### src/rtl/core/rotated_dirty_region_tracker_defines.svh
// Assertion macros shared by the tracker RTL.
`ifndef ROTATED_DIRTY_REGION_TRACKER_DEFINES_SVH
`define ROTATED_DIRTY_REGION_TRACKER_DEFINES_SVH

// The consequent must hold in the same cycle as the antecedent.
`define RDRT_ASSERT_SAME(label, clk, rst, ante, cons) \
   label: assert property (@(posedge clk) disable iff (rst) (ante) |-> (cons)) \
      else $error("rdrt: same-cycle check failed");

// The consequent must hold in the cycle after the antecedent.
`define RDRT_ASSERT_NEXT(label, clk, rst, ante, cons) \
   label: assert property (@(posedge clk) disable iff (rst) (ante) |=> (cons)) \
      else $error("rdrt: next-cycle check failed");

`endif

### src/rtl/core/rdrt_pkg.sv
`timescale 1ns / 1ps
`default_nettype none

package rdrt_pkg;

   // Fixed widths of the stream fields and configuration registers.
   localparam int FieldBits   = 10;
   localparam int DimRegBits  = 11;
   localparam int ModeBits    = 3;
   localparam int CsrIdxBits  = 2;
   localparam int ReqDataBits = 4 * FieldBits;
   localparam int RspDataBits = 4 * FieldBits;

   // Default coordinate space and register reset values.
   localparam int CoordBitsDefault = 10;
   localparam logic [ModeBits-1:0]   ModeReset   = '0;
   localparam logic [DimRegBits-1:0] WidthReset  = DimRegBits'(200);
   localparam logic [DimRegBits-1:0] HeightReset = DimRegBits'(200);

   // Result queue depth; two free entries are needed to process an item.
   localparam int OutDepth   = 4;
   localparam int OutPtrBits = $clog2(OutDepth);
   localparam int OutCntBits = $clog2(OutDepth + 1);

   // Configuration register indexes.
   typedef enum logic [CsrIdxBits-1:0] {
      CSR_ROTATION = 2'd0,
      CSR_WIDTH    = 2'd1,
      CSR_HEIGHT   = 2'd2
   } csr_idx_type;

   // Request kinds and result actions.
   localparam logic REQ_MARK     = 1'b0;
   localparam logic REQ_DISPLAY  = 1'b1;
   localparam logic ACT_FLUSH    = 1'b0;
   localparam logic ACT_REFRESH  = 1'b1;

   typedef struct packed {
      logic                 kind;
      logic [FieldBits-1:0] y_final;
      logic [FieldBits-1:0] x_final;
      logic [FieldBits-1:0] y_first;
      logic [FieldBits-1:0] x_first;
   } req_item_type;

   typedef struct packed {
      logic                 action;
      logic                 last;
      logic [FieldBits-1:0] bottom_row;
      logic [FieldBits-1:0] top_row;
      logic [FieldBits-1:0] last_byte_col;
      logic [FieldBits-1:0] left_col;
   } rsp_item_type;

   // Configuration seen by the coordinate mapper.
   typedef struct packed {
      logic [ModeBits-1:0]   rotation_mode;
      logic [DimRegBits-1:0] width_px;
      logic [DimRegBits-1:0] height_px;
   } map_cfg_type;

endpackage

`default_nettype wire

### src/rtl/core/rotated_dirty_region_tracker.sv
// Dirty-region tracker for partial refresh of an e-paper panel.
// The req channel takes one beat per command: tuser 0 marks a drawn rectangle,
// tuser 1 requests a display. The rsp channel returns zero, one or two beats per
// command: tuser 0 flushes the shown region, tuser 1 writes and refreshes the
// pending region; tlast marks the final beat caused by a command.
// The csr channel writes rotation mode (index 0), width (1) and height (2); it is
// always ready and is meant to be written only while the block is idle.
// A command is captured in the input register and is processed from there into
// the result queue once the queue has two free entries; the queue offers its beats.
// Throughput: one command per cycle while the rsp side keeps up. The rsp side
// moves one beat per cycle, so a command with two results holds that side for
// both beats; the four-entry result queue decides when the input stage may drain.
// When the receiver stalls, results stay in the queue and the input register,
// then req_tready, back up once the queue has fewer than two free entries.
// Reset empties the pending and shown regions, the queue and the input register,
// and restores mode 0 and a 200 by 200 panel.
`timescale 1ns / 1ps
`default_nettype none
`include "rotated_dirty_region_tracker_defines.svh"

module rotated_dirty_region_tracker
   import rdrt_pkg::*;
#(
   parameter int CoordBits = CoordBitsDefault
) (
   input  logic                   clock,
   input  logic                   reset,
   // req_tdata: x_first, y_first, x_final, y_final
   input  logic [ReqDataBits-1:0] req_tdata,
   // req_tuser: req_type
   input  logic                   req_tuser,
   input  logic                   req_tvalid,
   output logic                   req_tready,
   // rsp_tdata: left_col, last_byte_col, top_row, bottom_row
   output logic [RspDataBits-1:0] rsp_tdata,
   // rsp_tuser: action
   output logic                   rsp_tuser,
   output logic                   rsp_tlast,
   output logic                   rsp_tvalid,
   input  logic                   rsp_tready,
   input  logic                   csr_valid,
   output logic                   csr_ready,
   input  logic [CsrIdxBits-1:0]  csr_index,
   input  logic [DimRegBits-1:0]  csr_wdata
);

   // Configuration registers.
   map_cfg_type cfg_ff;

   assign csr_ready = 1'b1;

   always_ff @(posedge clock) begin
      if (reset) begin
         cfg_ff.rotation_mode <= ModeReset;
         cfg_ff.width_px      <= WidthReset;
         cfg_ff.height_px     <= HeightReset;
      end else if (csr_valid && csr_ready) begin
         case (csr_index)
            CSR_ROTATION: cfg_ff.rotation_mode <= csr_wdata[ModeBits-1:0];
            CSR_WIDTH:    cfg_ff.width_px      <= csr_wdata;
            CSR_HEIGHT:   cfg_ff.height_px     <= csr_wdata;
            default:      ;
         endcase
      end
   end

   // Input register.
   req_item_type in_item_ff;
   logic         in_vld_ff, in_vld_in;
   logic         proc;
   logic [OutCntBits-1:0] cnt_ff, cnt_in;

   assign proc       = in_vld_ff && (cnt_ff <= OutCntBits'(OutDepth - 2));
   assign req_tready = !in_vld_ff || proc;
   assign in_vld_in  = (req_tvalid && req_tready) || (in_vld_ff && !proc);

   always_ff @(posedge clock) begin
      if (reset) begin
         in_vld_ff <= 1'b0;
      end else begin
         in_vld_ff <= in_vld_in;
      end
   end

   always_ff @(posedge clock) begin
      if (req_tvalid && req_tready) begin
         in_item_ff <= {req_tuser, req_tdata};
      end
   end

   // Map the rectangle into panel coordinates.
   logic [CoordBits-1:0] nb_left, nb_right, nb_top, nb_bottom;

   rdrt_map #(
      .CoordBits (CoordBits)
   ) u_map (
      .cfg        (cfg_ff),
      .item       (in_item_ff),
      .box_left   (nb_left),
      .box_right  (nb_right),
      .box_top    (nb_top),
      .box_bottom (nb_bottom)
   );

   // Region state.
   logic [CoordBits-1:0] pend_l_ff, pend_r_ff, pend_t_ff, pend_b_ff;
   logic [CoordBits-1:0] shown_l_ff, shown_r_ff, shown_t_ff, shown_b_ff;
   logic                 pend_vld_ff, shown_vld_ff;
   logic                 is_mark, overlap, flush_en, write_en;

   assign is_mark  = (in_item_ff.kind == REQ_MARK);
   assign overlap  = shown_vld_ff &&
                     (shown_l_ff <= nb_right) && (nb_left <= shown_r_ff) &&
                     (shown_t_ff <= nb_bottom) && (nb_top <= shown_b_ff);
   assign flush_en = is_mark ? overlap : shown_vld_ff;
   assign write_en = !is_mark && pend_vld_ff;

   always_ff @(posedge clock) begin
      if (reset) begin
         pend_vld_ff  <= 1'b0;
         shown_vld_ff <= 1'b0;
      end else if (proc) begin
         if (is_mark) begin
            pend_vld_ff <= 1'b1;
            if (overlap) begin
               shown_vld_ff <= 1'b0;
            end
         end else begin
            pend_vld_ff  <= 1'b0;
            shown_vld_ff <= pend_vld_ff;
         end
      end
   end

   // Box payload needs no reset; the valid bits guard it.
   always_ff @(posedge clock) begin
      if (proc) begin
         if (is_mark) begin
            if (pend_vld_ff) begin
               if (nb_left < pend_l_ff)   pend_l_ff <= nb_left;
               if (nb_right > pend_r_ff)  pend_r_ff <= nb_right;
               if (nb_top < pend_t_ff)    pend_t_ff <= nb_top;
               if (nb_bottom > pend_b_ff) pend_b_ff <= nb_bottom;
            end else begin
               pend_l_ff <= nb_left;
               pend_r_ff <= nb_right;
               pend_t_ff <= nb_top;
               pend_b_ff <= nb_bottom;
            end
         end else if (pend_vld_ff) begin
            shown_l_ff <= pend_l_ff;
            shown_r_ff <= pend_r_ff;
            shown_t_ff <= pend_t_ff;
            shown_b_ff <= pend_b_ff;
         end
      end
   end

   // Build the result beats of this command.
   rsp_item_type flush_item, write_item, slot0, slot1;
   logic [1:0]   npush;

   always_comb begin
      flush_item.action        = ACT_FLUSH;
      flush_item.last          = !write_en;
      flush_item.left_col      = FieldBits'(shown_l_ff);
      flush_item.last_byte_col = FieldBits'({shown_r_ff[CoordBits-1:3], 3'b000});
      flush_item.top_row       = FieldBits'(shown_t_ff);
      flush_item.bottom_row    = FieldBits'(shown_b_ff);
      write_item.action        = ACT_REFRESH;
      write_item.last          = 1'b1;
      write_item.left_col      = FieldBits'(pend_l_ff);
      write_item.last_byte_col = FieldBits'({pend_r_ff[CoordBits-1:3], 3'b000});
      write_item.top_row       = FieldBits'(pend_t_ff);
      write_item.bottom_row    = FieldBits'(pend_b_ff);
      slot0 = flush_en ? flush_item : write_item;
      slot1 = write_item;
      npush = proc ? (2'(flush_en) + 2'(write_en)) : 2'd0;
   end

   // Result queue.
   rsp_item_type           out_mem [OutDepth];
   logic [OutPtrBits-1:0]  wr_ptr_ff, rd_ptr_ff;
   logic                   pop;

   assign rsp_tvalid = (cnt_ff != '0);
   assign pop        = rsp_tvalid && rsp_tready;
   assign cnt_in     = cnt_ff + OutCntBits'(npush) - OutCntBits'(pop);

   always_ff @(posedge clock) begin
      if (reset) begin
         cnt_ff    <= '0;
         wr_ptr_ff <= '0;
         rd_ptr_ff <= '0;
      end else begin
         cnt_ff    <= cnt_in;
         wr_ptr_ff <= wr_ptr_ff + OutPtrBits'(npush);
         rd_ptr_ff <= rd_ptr_ff + OutPtrBits'(pop);
      end
   end

   always_ff @(posedge clock) begin
      if (npush != 2'd0) begin
         out_mem[wr_ptr_ff] <= slot0;
      end
      if (npush == 2'd2) begin
         out_mem[wr_ptr_ff + OutPtrBits'(1)] <= slot1;
      end
   end

   rsp_item_type head;

   assign head      = out_mem[rd_ptr_ff];
   assign rsp_tdata = {head.bottom_row, head.top_row, head.last_byte_col, head.left_col};
   assign rsp_tuser = head.action;
   assign rsp_tlast = head.last;

   // Checks on the queue and the region state.
   `RDRT_ASSERT_SAME(a_cnt_bound, clock, reset, 1'b1, cnt_ff <= OutCntBits'(OutDepth))
   `RDRT_ASSERT_NEXT(a_held_item, clock, reset, in_vld_ff && !proc, in_vld_ff)
   `RDRT_ASSERT_NEXT(a_mark_pends, clock, reset, proc && is_mark, pend_vld_ff)
   `RDRT_ASSERT_NEXT(a_display_moves, clock, reset, proc && write_en,
                     shown_vld_ff && !pend_vld_ff)

endmodule

`default_nettype wire

### src/rtl/core/rdrt_map.sv
`timescale 1ns / 1ps
`default_nettype none

module rdrt_map
   import rdrt_pkg::*;
#(
   parameter int CoordBits = CoordBitsDefault
) (
   input  map_cfg_type           cfg,
   input  req_item_type          item,
   output logic [CoordBits-1:0]  box_left,
   output logic [CoordBits-1:0]  box_right,
   output logic [CoordBits-1:0]  box_top,
   output logic [CoordBits-1:0]  box_bottom
);

   localparam int DimBits   = (CoordBits + 1 > DimRegBits) ? CoordBits + 1 : DimRegBits;
   localparam int ClampBits = (CoordBits > FieldBits) ? CoordBits : FieldBits;

   logic [DimBits-1:0]   w_ext, h_ext;
   logic [CoordBits-1:0] w_max, h_max;
   logic [FieldBits-1:0] xs_o, xe_o, ys_o, ye_o;
   logic [FieldBits-1:0] ax_xs, ax_xe, ax_ys, ax_ye;
   logic [CoordBits-1:0] xs_c, xe_c, ys_c, ye_c;
   logic [CoordBits-1:0] xs_m, xe_m, ys_m, ye_m;
   logic                 mirror_x, mirror_y;

   // Last valid pixel index per axis: zero acts as one, oversize as full space.
   always_comb begin
      w_ext = DimBits'(cfg.width_px);
      h_ext = DimBits'(cfg.height_px);
      if (w_ext == '0) begin
         w_max = {CoordBits{1'b0}};
      end else if (w_ext > (DimBits'(1) << CoordBits)) begin
         w_max = {CoordBits{1'b1}};
      end else begin
         w_max = CoordBits'(w_ext - DimBits'(1));
      end
      if (h_ext == '0) begin
         h_max = {CoordBits{1'b0}};
      end else if (h_ext > (DimBits'(1) << CoordBits)) begin
         h_max = {CoordBits{1'b1}};
      end else begin
         h_max = CoordBits'(h_ext - DimBits'(1));
      end
   end

   // Put each axis in order, then swap axes in the odd modes.
   always_comb begin
      xs_o = (item.x_first > item.x_final) ? item.x_final : item.x_first;
      xe_o = (item.x_first > item.x_final) ? item.x_first : item.x_final;
      ys_o = (item.y_first > item.y_final) ? item.y_final : item.y_first;
      ye_o = (item.y_first > item.y_final) ? item.y_first : item.y_final;
      ax_xs = cfg.rotation_mode[0] ? ys_o : xs_o;
      ax_xe = cfg.rotation_mode[0] ? ye_o : xe_o;
      ax_ys = cfg.rotation_mode[0] ? xs_o : ys_o;
      ax_ye = cfg.rotation_mode[0] ? xe_o : ye_o;
   end

   // Saturate to the panel edge in panel axes.
   always_comb begin
      xs_c = (ClampBits'(ax_xs) > ClampBits'(w_max)) ? w_max : CoordBits'(ax_xs);
      xe_c = (ClampBits'(ax_xe) > ClampBits'(w_max)) ? w_max : CoordBits'(ax_xe);
      ys_c = (ClampBits'(ax_ys) > ClampBits'(h_max)) ? h_max : CoordBits'(ax_ys);
      ye_c = (ClampBits'(ax_ye) > ClampBits'(h_max)) ? h_max : CoordBits'(ax_ye);
   end

   // Mirror x in modes one, two, six and seven; mirror y in two, three, four and seven.
   always_comb begin
      mirror_x = cfg.rotation_mode[2] ? cfg.rotation_mode[1]
                                      : (cfg.rotation_mode[1] ^ cfg.rotation_mode[0]);
      mirror_y = cfg.rotation_mode[2] ? ~(cfg.rotation_mode[1] ^ cfg.rotation_mode[0])
                                      : cfg.rotation_mode[1];
      xs_m = mirror_x ? (w_max - xe_c) : xs_c;
      xe_m = mirror_x ? (w_max - xs_c) : xe_c;
      ys_m = mirror_y ? (h_max - ye_c) : ys_c;
      ye_m = mirror_y ? (h_max - ys_c) : ye_c;
   end

   // Widen x to whole bytes.
   assign box_left   = {xs_m[CoordBits-1:3], 3'b000};
   assign box_right  = {xe_m[CoordBits-1:3], 3'b111};
   assign box_top    = ys_m;
   assign box_bottom = ye_m;

endmodule

`default_nettype wire
### config.mk
export PLATFORM = sky130hd
export DESIGN_NAME = rotated_dirty_region_tracker
export DESIGN_NICKNAME = d
export VERILOG_FILES = /design/src/rtl/core/rdrt_pkg.sv /design/src/rtl/core/rotated_dirty_region_tracker.sv /design/src/rtl/core/rdrt_map.sv
export VERILOG_INCLUDE_DIRS = /design/src /design/src/rtl/core
export SDC_FILE = /design/constraint.sdc
export NUM_CORES = 1
export LEC_CHECK = 0
export BUFFER_PORTS_ARGS = -buffer_cell sky130_fd_sc_hd__buf_4
export CORE_UTILIZATION = 35
export DETAILED_ROUTE_END_ITERATION = 8
export SYNTH_ARGS = -nofsm -noshare
export SYNTH_HDL_FRONTEND = slang
export SYNTH_HIERARCHICAL = 1
export SYNTH_SLANG_ARGS = --single-unit
### constraint.sdc
create_clock -name clock -period 20.2 [get_ports clock]
set_clock_uncertainty 0.1 [all_clocks]
set_input_delay 6.06 -clock clock [delete_from_list [all_inputs] [get_ports clock]]
set_output_delay 6.06 -clock clock [all_outputs]
set_load 0.01 [all_outputs]
# After elaboration in Yosys (flattened, before gate mapping)
# Memories as Yosys holds them, arrays and structs flattened. A register that Yosys moved wholly into a read port is not among the register bits.
# Cells that the tools add are included.
[totals]
regBits = 144
mem_bits_rw = 168
inputBits = 59
output_inout_bits = 45
mem_count = 1
[mem_list]
columns = ["memory", "words", "word_bits", "rd", "rd_ports_with_merged_regs", "write_ports", "line_no", "source"]
rows = [
  ["out_mem", 4, 42, 1, 1, 2, "rotated_dirty_region_tracker.sv:182", "rsp_item_type out_mem [OutDepth];"],
]
[classes]
n_addsub = 12
order_cmp = 17
n_eq_ne = 7
muxes = 41
n_bitwise = 3
n_reduce_logical = 29
[op_table]
columns = ["op", "n"]
rows = [
  ["2-to-1 mux 10 bit", 28],
  ["greater-than comparator 10 bit", 8],
  ["2-to-1 mux 42 bit", 1],
  ["less-or-equal comparator 10 bit", 4],
  ["subtractor 10 bit", 4],
  ["greater-than comparator 11 bit, second input constant", 2],
  ["logical NOT 11 bit", 2],
  ["less-than comparator 10 bit", 2],
  ["subtractor 10 x 1 -> 10 bit, second input constant", 2],
  ["AND reduction 3 bit", 5],
  ["2-to-1 mux 1 bit", 10],
  ["logical AND 1 bit", 9],
  ["!= test 2 x 1 -> 1 bit, second input constant", 4],
  ["AND reduction 2 bit", 4],
  ["== test 2 bit, second input constant", 2],
  ["2-to-1 mux 2 bit", 2],
  ["nonzero test 2 bit", 2],
  ["adder 3 x 2 -> 3 bit", 1],
  ["less-or-equal comparator 3 x 2 -> 1 bit, second input constant", 1],
  ["logical NOT 1 bit", 3],
  ["nonzero test 3 bit", 1],
  ["subtractor 3 x 1 -> 3 bit", 1],
  ["adder 1 x 1 -> 2 bit", 1],
  ["adder 2 x 1 -> 2 bit", 1],
  ["other kinds (7)", 9],
]

# Longest topological paths before layout
[depth]
depth_word = 18
mapped_depth = 51
depth_no_buf = 48

# Cells and area by module
# The synthesis kept the hierarchy.
[by_module_without_submodules]
columns = ["mod", "instances", "cells_each", "area_each_um2", "seq_area_each_um2"]
rows = [
  ["rotated_dirty_region_tracker", 1, 996, 14372.5, 8938.6],
  ["rdrt_map", 1, 809, 5683.0, 0.0],
]

# Least setup slack after synthesis
# OpenSTA, ideal clock, no wires.
[synth_path]
path_type = "flip-flop to flip-flop"
startpoint = "register in_item_ff[9] (netlist name)"
endpoint = "memory out_mem[0][0] (netlist name), enable pin"
setup_ns = 0.402
arrival_ns = 9.070
t_required_ns = 19.698
path_slack_ns = 10.629
stages_incl_launch_ff = 43
path_cell_list = "edfxtp_1 > ha_1 > nand4_1 > a211oi_1 > nor4_1 > nor2_2 > clkbuf_1 > nor2_1 > a21oi_1 > mux2i_1 > ha_1 > a21o_1 > a21oi_1 > nor2b_1 > a2111oi_0 > a41oi_2 > or2_1 > buf_6 > [7 not listed] > and2_1 > a21oi_1 > o21a_1 > o311a_4 > o21bai_1 > a211o_1 > o2bb2ai_1 > ha_1 > nand4_1 > a211oi_1 > a211oi_1 > o22a_1 > a22oi_4 > inv_1 > ha_1 > o21ai_1 > or3_1 > nand2b_1"
[synth_rtl]
columns = ["item", "line_no", "source"]
rows = [
  ["start, declared", "rotated_dirty_region_tracker.sv:68", "req_item_type in_item_ff;"],
  ["start signal, assigned", "rotated_dirty_region_tracker.sv:87", "in_item_ff <= {req_tuser, req_tdata};"],
  ["end, declared", "rotated_dirty_region_tracker.sv:182", ""],
]

==> impl_metrics.json <==
{
  "status": "finished clean",
  "dp_slack_ns": 8.606,
  "io_pins": 104,
  "sw_frac_of_total": 0.3673,
  "numClockSinks": 312,
  "worst-setup-path-type": "flip-flop to flip-flop",
  "clock_latency_ns": 0.56,
  "p_per_area_nw_per_um2": 104.4,
  "synthFlopType": "edfxtp_1",
  "ys_seq_area_frac": 0.4457,
  "dp_hpwl_um": 40360,
  "critPathMaxStageDelay_ns": 0.96,
  "multiInputGateArea_um2": 10070,
  "hold_buffers": 0,
  "syn_area_um2": 20060,
  "start_util": 0.3550,
  "post_cts_buffers": 0,
  "tritoncts": "built",
  "maxCapViolations": 0,
  "leakage_uw": 0.008884,
  "grt_pass1_wl_um": 84630,
  "port_buffers": 99,
  "dieWidth_um": 241.4,
  "p_seq_frac": 0.331,
  "p_comb_frac": 0.390,
  "mostFrequentLayoutCells": "edfxtp_1, ha_1, inv_1",
  "p_int_uw": 1497,
  "synth-edff-count": 269,
  "worst_ep_required_time_ns": 20.53,
  "drc": 0,
  "cp-end-kind": "flip-flop",
  "ctsResizeCount": 0,
  "drv_slew": 0,
  "clockBufferDepth": 3,
  "min_period_ns": 11.85,
  "synthArstFlopShare": 0,
  "cp_common_cell": "ha_1",
  "setup_violations": 0,
  "cts_buffers": 37,
  "finalHoldViolations": 0,
  "via_per_inst": 5.494,
  "diodes": 0,
  "worst-path-max-fanout": 28,
  "die_area_um2": 58260,
  "nNetsFinal": 2123,
  "max_freq_ghz": 0.08442,
  "r2r-start": "in_item_ff[5]",
  "wl_um": 55060,
  "htreeDepth": 2,
  "gp_congestion": 0.8839,
  "worstPathArrival_ns": 12.17,
  "fin_ws_ns": 8.355,
  "reg2reg_depth": 40,
  "layout_commonest_cell": "edfxtp_1",
  "worst_setup_path_start_kind": "flip-flop",
  "vdd_drop_max_v": 0.00006101,
  "rsz0062_at_grt": "false",
  "period_share": 0.5864,
  "drtIter0Drc": 1152,
  "ys_types": 96,
  "clk_pin_slew_worst_paths_ns": 0.06,
  "vias": 14660,
  "overflow": 0,
  "critPathSlowestCell": "nor2_2",
  "hold_start": "pend_r_ff[1]",
  "cp-startpoint": "in_item_ff[5]",
  "ant_nets": 0,
  "synth_warnings": 6,
  "worst_slew_margin_rel": 0.1593,
  "worst_pin_slew_ns": 1.260,
  "grt_pass1_vias": 14610,
  "synth-seq-cells": 312,
  "power_frac_clock": 0.278,
  "seq_area_um2": 8941,
  "grtUsageTotal": 0.1904,
  "antenna_found_initial": 0,
  "fillCellCount": 5386,
  "clockRootBuffer": "clkbuf_16",
  "core-area_um2": 56500,
  "die_y_um": 241.4,
  "synthCells": 1805,
  "min_path_cells": 0,
  "syn_avg_cell_area_um2": 11.11,
  "syn_to_final_growth_pct": 13.02,
  "drive_gt1_frac": 0.1464,
  "fp-row-count": 87,
  "hold_path_class": "flip-flop to flip-flop",
  "grt_max_degree": 42,
  "switchingPower_uw": 869.0,
  "drt-pass1-iter-count": 5,
  "wire_per_inst_um": 20.64,
  "fin_tns_setup_ns": 0
}
kinds of logic after synthesis:
| family | share of synthesized area |
|---|---|
| simple gates | 0.1067 |
| flops | 0.4457 |
| buf+inv | 0.05515 |
| mux | 0.08304 |
| xor+xnor | 0.01572 |
| compound gates | 0.1786 |
| other cells | 0.0007484 |
| fa+ha+maj | 0.1143 |
routing by layer:
layer	share of wire	routed length, µm	vias up	track usage
li1	-	-	7013	-
met1	0.45	24540	7165	0.2517
met2	0.48	26450	409	0.3233
met3	0.051	2803	71	0.02735
met4	0.023	1259	0	0.05428
met5	0	0	-	0
cell type report:
type	instances	share of cell area
well taps	756	0.04173
inverters	159	0.02644
clock inverters	21	0.008832
clock buffers	45	0.04399
multi-input cells	1254	0.4445
flip-flops and latches	312	0.3945
repair buffers	121	0.04008
synth_stat cells, types with 6 or more instances:
library cell / instances / share of area
o22a_1: 7 / 0.0031
nor2b_1: 16 / 0.0050
a31oi_1: 8 / 0.0025
buf_6: 15 / 0.0084
a21o_1: 15 / 0.0056
inv_1: 156 / 0.029
xnor2_1: 29 / 0.013
nand3_1: 22 / 0.0055
dfxtp_1: 43 / 0.043
nand3b_1: 12 / 0.0045
and2_1: 9 / 0.0028
nand2b_1: 22 / 0.0069
buf_4: 11 / 0.0041
and3_1: 8 / 0.0025
nand2_1: 118 / 0.022
mux2i_1: 73 / 0.036
edfxtp_1: 269 / 0.40
a211oi_1: 18 / 0.0067
o211ai_1: 15 / 0.0056
a2111oi_0: 6 / 0.0026
clkbuf_1: 27 / 0.0051
buf_1: 9 / 0.0017
a22o_1: 148 / 0.065
mux4_2: 39 / 0.044
o21a_1: 22 / 0.0082
nand4_1: 28 / 0.0087
o21ai_0: 50 / 0.012
buf_2: 24 / 0.0060
nor2_1: 104 / 0.019
a21oi_1: 126 / 0.031
nor3_1: 24 / 0.0060
o21ai_1: 7 / 0.0017
xor2_1: 7 / 0.0031
ha_1: 176 / 0.11
or3_1: 11 / 0.0034
worst max-delay path: cells and delay by family (launching register included):
| kind | cells | cell delay (ns) |
|---|---|---|
| buffers and inverters | 2 | 0.56 |
| flip-flops | 1 | 0.43 |
| AND/OR/NAND/NOR | 13 | 4.34 |
| adder cells (fa/ha/maj) | 5 | 1.65 |
| AO/OA/AOI/OAI | 18 | 3.80 |
| multiplexers | 2 | 0.78 |
flip-flops by register name, summed over array words and instances, names as in the netlist:
| register | flops |
|---|---|
| pend_t_ff | 10 |
| shown_r_ff | 10 |
| rd_ptr_ff | 2 |
| pend_vld_ff | 1 |
| cfg_ff | 25 |
| pend_b_ff | 10 |
| in_item_ff | 41 |
| shown_b_ff | 10 |
| shown_t_ff | 10 |
| shown_vld_ff | 1 |
| in_vld_ff | 1 |
| pend_l_ff | 10 |
| pend_r_ff | 10 |
| out_mem | 156 |
| wr_ptr_ff | 2 |
| shown_l_ff | 10 |
| cnt_ff | 3 |
stage by stage:
stage          total power (µW)  std cells  hold WS (ns)    util  cell area, µm²
2_1_floorplan              1442       1811        0.3264       -           20080
3_3_place_gp               1687       2602        0.3383  0.3800           21470
3_5_place_dp               1713       2602        0.3455  0.3800           21470
4_1_cts                    2378       2668        0.3607  0.4012           22670
5_1_grt                    2513       2668        0.3837  0.4012           22670
6_report                   2366       2668        0.3567  0.4012           22670
worst paths after layout:
path,endpoint,slack [ns]
max,out_mem[1][37],8.35
min reg2reg,shown_r_ff[1],0.36
max reg2reg,out_mem[1][37],8.35
min,shown_r_ff[1],0.36
power groups by stage:
stage	sequential [µW]	clock, µW	combinational [µW]
2_1_floorplan	772	0	670
3_3_place_gp	796	0	891
3_5_place_dp	798	0	915
4_1_cts	784	673	921
5_1_grt	789	696	1030
6_report	784	659	923
No activity file was read; power rests on OpenSTA's default activity.
